<file path="src/rrt_pkg.sv">
// Shared types and codes for the response route table.
`timescale 1ns / 1ps

package rrt_pkg;

  localparam logic [1:0] REQ_RECORD     = 2'd0;
  localparam logic [1:0] REQ_ROUTE      = 2'd1;
  localparam logic [1:0] REQ_DISCONNECT = 2'd2;

  localparam logic [1:0] ROUTE_NONE    = 2'd0;
  localparam logic [1:0] ROUTE_BCAST   = 2'd1;
  localparam logic [1:0] ROUTE_UNICAST = 2'd2;

  localparam int unsigned KEY_W    = 44;
  localparam int unsigned CLIENT_W = 32;
  localparam int unsigned HELD_W   = 5;

  typedef struct packed {
    logic [1:0]  req_type;
    logic [31:0] src_client;
    logic [31:0] device_uid;
    logic [7:0]  function_id;
    logic [3:0]  sequence_number;
    logic        rsp_wanted;
  } req_t;

  typedef struct packed {
    logic [1:0]        route;
    logic [31:0]       target_client;
    logic              evicted_oldest;
    logic [HELD_W-1:0] entries_held;
  } rsp_t;

  typedef struct packed {
    logic [KEY_W-1:0]    key;
    logic [CLIENT_W-1:0] client;
  } entry_t;

  typedef struct packed {
    logic quick;
    logic scan_begin;
    logic scan_run;
    logic finish;
  } cmd_t;

  typedef struct packed {
    logic needs_scan;
    logic scan_done;
  } status_t;

endpackage

</file>
<file path="src/rrt_ram.sv">
// Generic single-write, single-read RAM with registered read data.
`timescale 1ns / 1ps

module rrt_ram #(
  parameter int unsigned WIDTH = 8,
  parameter int unsigned DEPTH = 16,
  parameter int unsigned AW    = (DEPTH > 1) ? $clog2(DEPTH) : 1
) (
  input  logic             clk_i,
  input  logic             we_i,
  input  logic [AW-1:0]    waddr_i,
  input  logic [WIDTH-1:0] wdata_i,
  input  logic [AW-1:0]    raddr_i,
  output logic [WIDTH-1:0] rdata_o
);

  logic [WIDTH-1:0] mem_q [DEPTH];
  logic [WIDTH-1:0] rdata_q;

  always_ff @(posedge clk_i) begin
    if (we_i) begin
      mem_q[waddr_i] <= wdata_i;
    end
    rdata_q <= mem_q[raddr_i];
  end

  assign rdata_o = rdata_q;

endmodule

</file>
<file path="src/rrt_ctrl.sv">
// Controller state machine for the response route table.
`timescale 1ns / 1ps

module rrt_ctrl import rrt_pkg::*; (
  input  logic    clk_i,
  input  logic    rst_ni,
  input  logic    start_i,
  input  status_t status_i,
  output cmd_t    cmd_o,
  output logic    busy_o
);

  localparam logic [0:0] ST_IDLE = 1'b0;
  localparam logic [0:0] ST_SCAN = 1'b1;

  logic [0:0] state_q, state_d;

  always_comb begin
    state_d          = state_q;
    cmd_o            = '0;
    unique case (state_q)
      ST_IDLE: begin
        if (start_i) begin
          cmd_o.quick      = !status_i.needs_scan;
          cmd_o.scan_begin = status_i.needs_scan;
          if (status_i.needs_scan) begin
            state_d = ST_SCAN;
          end
        end
      end
      ST_SCAN: begin
        cmd_o.scan_run = 1'b1;
        if (status_i.scan_done) begin
          cmd_o.finish = 1'b1;
          state_d      = ST_IDLE;
        end
      end
      default: state_d = ST_IDLE;
    endcase
  end

  always_ff @(posedge clk_i or negedge rst_ni) begin
    if (!rst_ni) begin
      state_q <= ST_IDLE;
    end else begin
      state_q <= state_d;
    end
  end

  assign busy_o = (state_q == ST_SCAN);

`ifndef SYNTHESIS
  a_finish_frees : assert property (@(posedge clk_i) disable iff (!rst_ni)
    cmd_o.finish |=> !busy_o)
    else $error("controller still busy after finishing a scan");
`endif

endmodule

</file>
<file path="src/rrt_datapath.sv">
// Datapath: age-ordered entry store, compaction scan and result register.
`timescale 1ns / 1ps

module rrt_datapath import rrt_pkg::*; #(
  parameter int unsigned TABLE_DEPTH = 16
) (
  input  logic    clk_i,
  input  logic    rst_ni,
  input  req_t    req_i,
  input  cmd_t    cmd_i,
  output status_t status_o,
  output logic    done_o,
  output rsp_t    rsp_o
);

  localparam int unsigned AW = (TABLE_DEPTH > 1) ? $clog2(TABLE_DEPTH) : 1;
  localparam int unsigned CW = $clog2(TABLE_DEPTH + 1);

  // Map an age index onto a RAM slot of the circular store.
  function automatic logic [AW-1:0] phys_addr(logic [CW-1:0] idx, logic [AW-1:0] head);
    logic [CW:0] sum;
    sum = {1'b0, idx} + (CW+1)'(head);
    if (sum >= (CW+1)'(TABLE_DEPTH)) begin
      sum = sum - (CW+1)'(TABLE_DEPTH);
    end
    return sum[AW-1:0];
  endfunction

  logic [AW-1:0]    head_q;
  logic [CW-1:0]    count_q, rd_idx_q, wr_idx_q;
  logic             rv_q, found_q, done_q;
  logic [1:0]       type_q;
  logic [CLIENT_W-1:0] client_q, target_q;
  logic [KEY_W-1:0] key_q;
  rsp_t             rsp_q;

  logic [KEY_W-1:0] key_in;
  logic             keep_rec, full, drop, keep_wr, issue_rd;
  logic [AW:0]      head_inc;
  logic [AW-1:0]    head_next;
  entry_t           rd_entry, wr_entry;
  logic             ram_we;
  logic [AW-1:0]    ram_waddr, ram_raddr;
  logic [CW-1:0]    count_rec;

  assign key_in   = {req_i.device_uid, req_i.function_id, req_i.sequence_number};
  assign keep_rec = (req_i.req_type == REQ_RECORD) && (req_i.device_uid != '0)
                    && req_i.rsp_wanted;
  assign full     = (count_q == CW'(TABLE_DEPTH));
  assign head_inc = {1'b0, head_q} + (AW+1)'(1);
  assign head_next = (head_inc == (AW+1)'(TABLE_DEPTH)) ? '0 : head_inc[AW-1:0];
  assign count_rec = (keep_rec && !full) ? count_q + CW'(1) : count_q;

  assign status_o.needs_scan = ((req_i.req_type == REQ_ROUTE) && (req_i.sequence_number != '0))
                               || (req_i.req_type == REQ_DISCONNECT);
  assign status_o.scan_done  = (rd_idx_q == count_q) && !rv_q;

  // Disconnect drops every entry of the client; a response drops the first match only.
  assign drop     = (type_q == REQ_DISCONNECT) ? (rd_entry.client == client_q)
                                               : (!found_q && (rd_entry.key == key_q));
  assign keep_wr  = cmd_i.scan_run && rv_q && !drop;
  assign issue_rd = cmd_i.scan_run && (rd_idx_q < count_q);

  // A full table overwrites the oldest slot, which is where the new tail lands.
  assign ram_we    = (cmd_i.quick && keep_rec) || keep_wr;
  assign ram_waddr = cmd_i.scan_run ? phys_addr(wr_idx_q, head_q) : phys_addr(count_q, head_q);
  assign ram_raddr = phys_addr(rd_idx_q, head_q);
  assign wr_entry  = cmd_i.scan_run ? rd_entry
                                    : entry_t'{key: key_in, client: req_i.src_client};

  rrt_ram #(
    .WIDTH ($bits(entry_t)),
    .DEPTH (TABLE_DEPTH),
    .AW    (AW)
  ) u_ram (
    .clk_i   (clk_i),
    .we_i    (ram_we),
    .waddr_i (ram_waddr),
    .wdata_i (wr_entry),
    .raddr_i (ram_raddr),
    .rdata_o (rd_entry)
  );

  always_ff @(posedge clk_i or negedge rst_ni) begin
    if (!rst_ni) begin
      head_q   <= '0;
      count_q  <= '0;
      rd_idx_q <= '0;
      wr_idx_q <= '0;
      rv_q     <= 1'b0;
      found_q  <= 1'b0;
      done_q   <= 1'b0;
    end else begin
      done_q <= cmd_i.quick || cmd_i.finish;
      if (cmd_i.quick) begin
        if (keep_rec && full) begin
          head_q <= head_next;
        end
        count_q <= count_rec;
      end else if (cmd_i.scan_begin) begin
        rd_idx_q <= '0;
        wr_idx_q <= '0;
        rv_q     <= 1'b0;
        found_q  <= 1'b0;
      end else if (cmd_i.scan_run) begin
        rv_q <= issue_rd;
        if (issue_rd) begin
          rd_idx_q <= rd_idx_q + CW'(1);
        end
        if (rv_q && drop) begin
          found_q <= 1'b1;
        end
        if (keep_wr) begin
          wr_idx_q <= wr_idx_q + CW'(1);
        end
        if (cmd_i.finish) begin
          count_q <= wr_idx_q;
        end
      end
    end
  end

  always_ff @(posedge clk_i) begin
    if (cmd_i.quick || cmd_i.scan_begin) begin
      type_q   <= req_i.req_type;
      client_q <= req_i.src_client;
      key_q    <= key_in;
    end
    if (cmd_i.scan_run && rv_q && drop && !found_q) begin
      target_q <= rd_entry.client;
    end
    if (cmd_i.quick) begin
      rsp_q.route          <= (req_i.req_type == REQ_ROUTE) ? ROUTE_BCAST : ROUTE_NONE;
      rsp_q.target_client  <= '0;
      rsp_q.evicted_oldest <= keep_rec && full;
      rsp_q.entries_held   <= HELD_W'(count_rec);
    end else if (cmd_i.finish) begin
      rsp_q.evicted_oldest <= 1'b0;
      rsp_q.entries_held   <= HELD_W'(wr_idx_q);
      if (type_q == REQ_ROUTE && found_q) begin
        rsp_q.route         <= ROUTE_UNICAST;
        rsp_q.target_client <= target_q;
      end else begin
        rsp_q.route         <= (type_q == REQ_ROUTE) ? ROUTE_BCAST : ROUTE_NONE;
        rsp_q.target_client <= '0;
      end
    end
  end

  assign done_o = done_q;
  assign rsp_o  = rsp_q;

`ifndef SYNTHESIS
  a_count_bound : assert property (@(posedge clk_i) disable iff (!rst_ni)
    count_q <= CW'(TABLE_DEPTH))
    else $error("entry count beyond table depth");
  a_wr_behind_rd : assert property (@(posedge clk_i) disable iff (!rst_ni)
    wr_idx_q <= rd_idx_q)
    else $error("compaction write index overtook read index");
  a_done_cause : assert property (@(posedge clk_i) disable iff (!rst_ni)
    done_o |-> $past(cmd_i.quick || cmd_i.finish))
    else $error("result strobe without a completed item");
`endif

endmodule

</file>
<file path="src/response_route_table.sv">
// Top level of the response route table.
`timescale 1ns / 1ps

// Remembers which client sent each request so that its response can be routed back.
// Input: drive req_i and raise start; the transfer happens at the clock edge where
// start is high and busy is low. Output: done_o is high for exactly one cycle with
// rsp_o valid; the receiver takes it in that cycle and cannot hold it off.
// Records, callbacks (sequence zero) and unknown types finish at once: the result
// shows the cycle after the transfer and busy stays low, so one item per cycle.
// Routed responses and disconnects scan the open entries through the single RAM
// read port, compacting the table in place: busy is high while the scan runs,
// and the result shows in the cycle busy falls. The rate of these items is set by
// that one-entry-per-cycle scan: no new item is taken until its result shows.
// Reset empties the table through its entry count; the RAM itself is not cleared
// and no clearing pass runs.
module response_route_table import rrt_pkg::*; #(
  parameter int unsigned TABLE_DEPTH = 16
) (
  input  logic clk_i,
  input  logic rst_ni,
  input  logic start,
  output logic busy,
  input  req_t req_i,
  output logic done_o,
  output rsp_t rsp_o
);

  cmd_t    cmd;
  status_t status;

  rrt_ctrl u_ctrl (
    .clk_i    (clk_i),
    .rst_ni   (rst_ni),
    .start_i  (start),
    .status_i (status),
    .cmd_o    (cmd),
    .busy_o   (busy)
  );

  rrt_datapath #(
    .TABLE_DEPTH (TABLE_DEPTH)
  ) u_datapath (
    .clk_i    (clk_i),
    .rst_ni   (rst_ni),
    .req_i    (req_i),
    .cmd_i    (cmd),
    .status_o (status),
    .done_o   (done_o),
    .rsp_o    (rsp_o)
  );

endmodule
</file>
<file path="config.mk">
export PLATFORM = sky130hd
export DESIGN_NAME = response_route_table
export DESIGN_NICKNAME = d
export VERILOG_FILES = /design/src/rrt_pkg.sv /design/src/rrt_ram.sv /design/src/rrt_ctrl.sv /design/src/rrt_datapath.sv /design/src/response_route_table.sv
export SDC_FILE = /design/constraint.sdc
export NUM_CORES = 1
export LEC_CHECK = 0
export ABC_AREA = 0
export ABC_CLOCK_PERIOD_IN_PS = 19900
export BUFFER_PORTS_ARGS = -buffer_cell sky130_fd_sc_hd__buf_2
export CORE_MARGIN = 2
export CORE_UTILIZATION = 31
export DETAILED_ROUTE_END_ITERATION = 8
export SLEW_MARGIN = 20
export SYNTH_ARGS = -nofsm -noshare
export SYNTH_HDL_FRONTEND = slang
export SYNTH_SLANG_ARGS = --single-unit
</file>
<file path="constraint.sdc">
create_clock -name clk_i -period 19.9 [get_ports clk_i]
set_input_delay 1.99 -clock clk_i [delete_from_list [all_inputs] [get_ports clk_i]]
set_output_delay 1.99 -clock clk_i [all_outputs]
set_load 0.02 [all_outputs]
</file>
# [Yosys cells after proc, flatten, opt, wreduce, memory -nomap -nowiden]
# Memory sizes are Yosys's and may differ from the RTL's. A register that Yosys moved wholly into a read port is not among the register bits.
# Index checks and enable logic that the tools add are counted.
[word_totals] memories=1 input_bits=82 wordCells=120 ff_bits=173 output_inout_bits=42 ram_bits=1216
[op_classes] magnitude_cmp=4 eq_ne=10 n_addsub=10 n_mux=38 reduce_logical=39 n_bitwise=2
[mem_list] name="u_datapath.u_ram.mem_q" words=16 width=76 read_ports=1 rd_ports_with_merged_regs=1 write_ports=1 line="rrt_ram.sv:17" source="logic [WIDTH-1:0] mem_q [DEPTH];"
[ops] operator="$mux W40" count=2
[ops] operator="$mux W76" count=1
[ops] operator="$mux W5" count=11
[ops] operator="$eq A44 B44 Y1" count=1
[ops] operator="$mux W34" count=1
[ops] operator="$eq A32 B32 Y1" count=1
[ops] operator="$reduce_bool A32 Y1" count=1
[ops] operator="$mux W4" count=5
[ops] operator="$add A5 B4 Y6" count=3
[ops] operator="$ge A6 B5 Y1 const B" count=3
[ops] operator="$add A5 B1 Y5 const B" count=3
[ops] operator="$logic_and A1 B1 Y1" count=15
[ops] operator="$mux W1" count=14
[ops] operator="$reduce_and A3 Y1" count=4
[ops] operator="$reduce_bool A2 Y1" count=6
[ops] operator="$sub A4 B1 Y4 const B" count=3
[ops] operator="$eq A5 B5 Y1 const B" count=2
[ops] operator="$mux W2" count=3
[ops] operator="$add A4 B1 Y5 const B" count=1
[ops] operator="$eq A5 B5 Y1" count=1
[ops] operator="$logic_not A1 Y1" count=5
[ops] operator="$lt A5 B5 Y1" count=1
[ops] operator="$eq A2 B1 Y1 const B" count=2
[ops] operator="$eq A2 B2 Y1 const B" count=2
[ops] operator="other kinds (7)" count=12

# [Logic depth before layout (Yosys ltp)]
[logic_depth] word_depth=10 depth_mapped=11 depth_no_buf=8

# [Hierarchy]
# From an unflattened synthesis, not the netlist that was laid out.
[unflattened] cells_unflattened=2548 hier_area_um2=55069.1
[by_module_without_submodules] mod="rrt_ram" area_each_um2=46993.8 cells_per_inst=1952 seq_area_each_um2=38036.5 instances=1
[by_module_without_submodules] mod="rrt_datapath" area_each_um2=8006.4 cells_per_inst=589 seq_area_each_um2=4734.5 instances=1
[by_module_without_submodules] mod="rrt_ctrl" area_each_um2=68.8 cells_per_inst=7 seq_area_each_um2=25.0 instances=1

# [Least setup slack after synthesis]
# No wires, ideal clock.
[synth_path] path_kind="input-to-reg" startpoint="in start" endpoint="mem u_datapath.u_ram.mem_q[13][0] in the netlist's numbering, enable pin" t_arrival_ps=12435 n_path_buf=1 required_ps=19203 path_slack_ps=6768 stages=6 setup_time_ps=697 cell_sequence="nor2b_1 > clkbuf_1 > nand2_2 > nor2_1 > a31oi_4 > nor4_1"
[synth_between] elab_chain_len=6
[synth_rtl] element="start: declaration" line="response_route_table.sv:21" source="input logic start,"
[synth_rtl] element="$mux W2" line="rrt_ctrl.sv:23" source="if (start_i) begin"
[synth_rtl] element="$mux W2" line="rrt_ctrl.sv:21" source="unique case (state_q)"
[synth_rtl] element="$logic_and A1 B1 Y1" line="rrt_datapath.sv:65" source="assign ram_we = (cmd_i.quick && keep_rec) || keep_wr;"
[synth_rtl] element="$logic_or A1 B1 Y1" line="rrt_datapath.sv:65"
[synth_rtl] element="$mux W1" line="rrt_ram.sv:21" source="if (we_i) begin"
[synth_rtl] element="$mux W1 (implied by the code)" line="rrt_ram.sv:22" source="mem_q[waddr_i] <= wdata_i;"
[synth_rtl] element="end: declaration" line="rrt_ram.sv:17"
# No other way between the ends.

# [Worst setup path after layout]
[layout_path] startpoint="in req_i[19] in the netlist's numbering" endpoint="mem u_datapath.u_ram.mem_q[12][72] in the netlist's numbering, enable pin"
[layout_between] elab_chain_len=7
[layout_rtl] element="start: declaration" line="response_route_table.sv:23" source="input req_t req_i,"
[layout_rtl] element="$reduce_bool A32 Y1" line="rrt_datapath.sv:47" source="assign keep_rec = (req_i.req_type == REQ_RECORD) && (req_i.device_uid != '0)"
[layout_rtl] element="$logic_and A1 B1 Y1" line="rrt_datapath.sv:47"
[layout_rtl] element="$logic_and A1 B1 Y1" line="rrt_datapath.sv:48" source="&& req_i.rsp_wanted;"
[layout_rtl] element="$logic_and A1 B1 Y1" line="rrt_datapath.sv:65"
[layout_rtl] element="$logic_or A1 B1 Y1" line="rrt_datapath.sv:65"
[layout_rtl] element="$mux W1" line="rrt_ram.sv:21"
[layout_rtl] element="$mux W1 (implied by the code)" line="rrt_ram.sv:22"
# No other way between the ends.

==> reports/results.tsv <==
stage	metric	value	unit
critical_path	cpPeakStageDelay	750	ps
pwr	power.density	176	nW/um^2
critical_path	crit_fanout	49	
pwr	pwr-share-comb	0.342	
layout	fin_nets	3074	
pwr	p_leak	20.6	nW
synthesis	ys.flop_type	edfxtp_1	
clock_network	path_clk_slew	60	ps
layout	final_cell_mix	1334 x edfxtp_1, 336 x nand2_1, 304 x mux4_2, 148 x clkbuf_16, 123 x buf_2	
drt	totalWireLength	138	mm
critical_path	cp.required	20280	ps
placed_design	place_area	59300	sq um
pwr	power_switching	3.92	mW
timing	fin_ws	14450	ps
clock_network	clk_latency	770	ps
worst_hold_path	hold_path.class	reg2reg	
synthesis	ys_seq_area_frac	0.768	
synthesis	syn_inst	2791	
clock_network	cts-root-buf	clkbuf_16	
critical_path	r2r_cells	8	
clock_network	cts.htree.levels	4	
clock_network	clockBufferDepth	3	
floorplanning	dieHeight	428	um
floorplanning	dieArea	183000	sq um
drt	via_count	27300	
drt	vias_per_cell	5.01	
placed_design	dp_cells	5183	
timing	worstMarginPinSlew	1100	ps
critical_path	rr_endpoint	u_datapath.u_ram.mem_q[4][58]	
critical_path	cpMaxStageDelayCell	a31oi_4	
critical_path	r2r_slack	14710	ps
critical_path	path_cells	buf_2 > nor4_1 > nand4_1 > o21ai_1 > nor2_1 > a31oi_4 > nor2_4 > buf_4	
floorplanning	fp.dieW	428	um
critical_path	cp-end-kind	register	
clock_network	postCtsHoldBufs	0	
floorplanning	num_rows	155	
placed_design	hpwl	81.3	mm
pwr	seqPwrFrac	0.421	
timing	fin_skew	31.0	ps
timing	whs	452	ps
pwr	finalPower	11.3	mW
timing	grt_setup_unrepaired	false	
synthesis	syn_nets	2891	
timing	fmax	184	MHz
clock_network	cts_resized	0	
critical_path	startpoint_type	input pin	
layout	finalNonFillerCells	5450	
timing	period_share	0.274	
floorplanning	core	179000	sq um
layout	mostFrequentLayoutCell	edfxtp_1	
critical_path	crit_type	in2reg	
placed_design	gp_congestion	0.763	
clock_network	cts_tree	done	
timing	drv_slew	0	
critical_path	cp-startpoint	req_i[19]	
timing	setup_viol	0	
drt	routedWlPerCell	25.2	um
timing	max_slew_margin	0.264	
drt	drc	0	
global_routing	grt_start_max_net_pins	153	
layout	drive_gt1_frac	0.253	
global_routing	grt_pass1_wl	199	mm
layout	areaGrowthSynthToFinish	14.8	%
synthesis	avgSynthCellArea	20.0	sq um
critical_path	cp.arrival	5830	ps
synthesis	ys_warn_count	0	
drt	firstDrtPassIters	5	
run	drv_cap	0	
layout	stdcell_area	64000	sq um
drt	ant_nets	0	
timing	layout_min_cycle_time	5450	ps
global_routing	grt_pass1_vias	27400	
clock_network	cts_buffers	143	
timing	tns	0	ps
placed_design	dp_slack	13610	ps
floorplanning	start_util	0.312	
global_routing	gr-total-overflow	0	
global_routing	grtUsageTotal	0.148	
synthesis	synthesis.area	55700	sq um
clock_network	cts_sinks	1465	
pwr	clkPwrFrac	0.238	
global_routing	antenna_found_initial	8	
layout	n_fill_cell	16400	
critical_path	cp-endpoint	u_datapath.u_ram.mem_q[12][72]	
layout	postLayoutCoreUtil	0.358	
timing	hold_violations	0	
synthesis	ys_ff_latch	1465	
pwr	peakVddDrop	0.198	mV
critical_path	reg2reg_from	u_ctrl.busy_o	
clock_network	post_cts_buffers	0	
synthesis	synthArstFlopShare	0.0157	
outcome	outcome	complete, no violations	
synthesis	synth_cell_types	48	
synthesis	synth-edff-count	1334	
drt	drtIter0Drc	2708	
pwr	internal_power	7.34	mW
floorplanning	ios	124	
placed_design	portBuffers	123	
pwr	swShare	0.348	
[final cells by class]
class,instances,area (sq um),share of cell area
clock buffer,198,3960,0.0619
clock inverter,67,657,0.0103
antenna,1,2.50,0.0000391
sequential,1465,42800,0.669
tap,2355,2950,0.0461
multi-input combinational,1174,12500,0.195
inverter,14,52.6,0.000821
timing repair buffer,176,1060,0.0166
[power by group through the flow]
stage	Clock [mW]	Combinational [mW]	Sequential, mW
4_1_cts	2.73	3.92	4.75
6_report	2.67	3.84	4.74
2_1_floorplan	0	2.41	4.78
3_3_place_gp	0	3.88	4.79
5_1_grt	2.84	4.13	4.79
3_5_place_dp	0	3.90	4.81
[cell usage after synthesis (23+ instances only)]
| cell | n | area share |
|---|---|---|
| a31oi_1 | 76 | 0.0085 |
| mux2_2 | 77 | 0.016 |
| nand4_1 | 24 | 0.0027 |
| edfxtp_1 | 1334 | 0.72 |
| nand2_1 | 336 | 0.023 |
| dfrtp_1 | 23 | 0.010 |
| a22o_1 | 33 | 0.0052 |
| dfxtp_1 | 108 | 0.039 |
| mux4_2 | 304 | 0.12 |
| clkbuf_1 | 84 | 0.0057 |
| buf_2 | 37 | 0.0033 |
| xnor2_1 | 46 | 0.0072 |
| and3_1 | 77 | 0.0086 |
| xor2_1 | 49 | 0.0077 |
| nor4_1 | 23 | 0.0026 |
[flip-flops by register name (all words and copies together), names as in the netlist]
name,cells
u_ctrl.busy_o,1
u_datapath.u_ram.rdata_o,76
u_datapath.target_q,32
u_datapath.u_ram.mem_q,1216
u_datapath.rsp_o,40
u_datapath.wr_idx_q,5
u_datapath.count_q,5
u_datapath.head_q,4
u_datapath.key_q,44
u_datapath.type_q,2
u_datapath.rd_idx_q,5
u_datapath.done_o,1
u_datapath.found_q,1
u_datapath.rv_q,1
u_datapath.client_q,32
[how the worst min path moves through the flow]
stage	slack, ps	to	start	cells after the start
after floorplan	440	u_datapath.rsp_o[10]	u_datapath.target_q[4]	1
after global placement	440	u_datapath.rsp_o[6]	u_datapath.target_q[0]	1
after detailed placement	440	u_datapath.rsp_o[17]	u_datapath.target_q[11]	1
after CTS	450	u_datapath.rsp_o[17]	u_datapath.target_q[11]	1
after global routing	470	u_datapath.rsp_o[12]	u_datapath.target_q[6]	1
final	450	u_datapath.rsp_o[14]	u_datapath.target_q[8]	1
[metal layers]
metal,share of wire,global-route usage
met5,0.000095,0
met4,0.020,0.0402
met3,0.059,0.0224
met2,0.49,0.246
met1,0.43,0.204
[logic make-up after synthesis]
family | Yosys count | synth area share
AO/OA/AOI/OAI | 146 | 0.0183
AND/OR/NAND/NOR | 527 | 0.0433
adder cells (fa/ha/maj) | 18 | 0.00431
buffers and inverters | 152 | 0.0115
flip-flops | 1465 | 0.768
XOR/XNOR | 95 | 0.0149
multiplexers | 388 | 0.140
[worst max-delay path, delay by kind of cell]
family,cells,cell delay [ps]
simple gates,4,1630
compound gates,2,1460
buf+inv,2,560
Note: power is estimated with default switching activity, not from simulation.
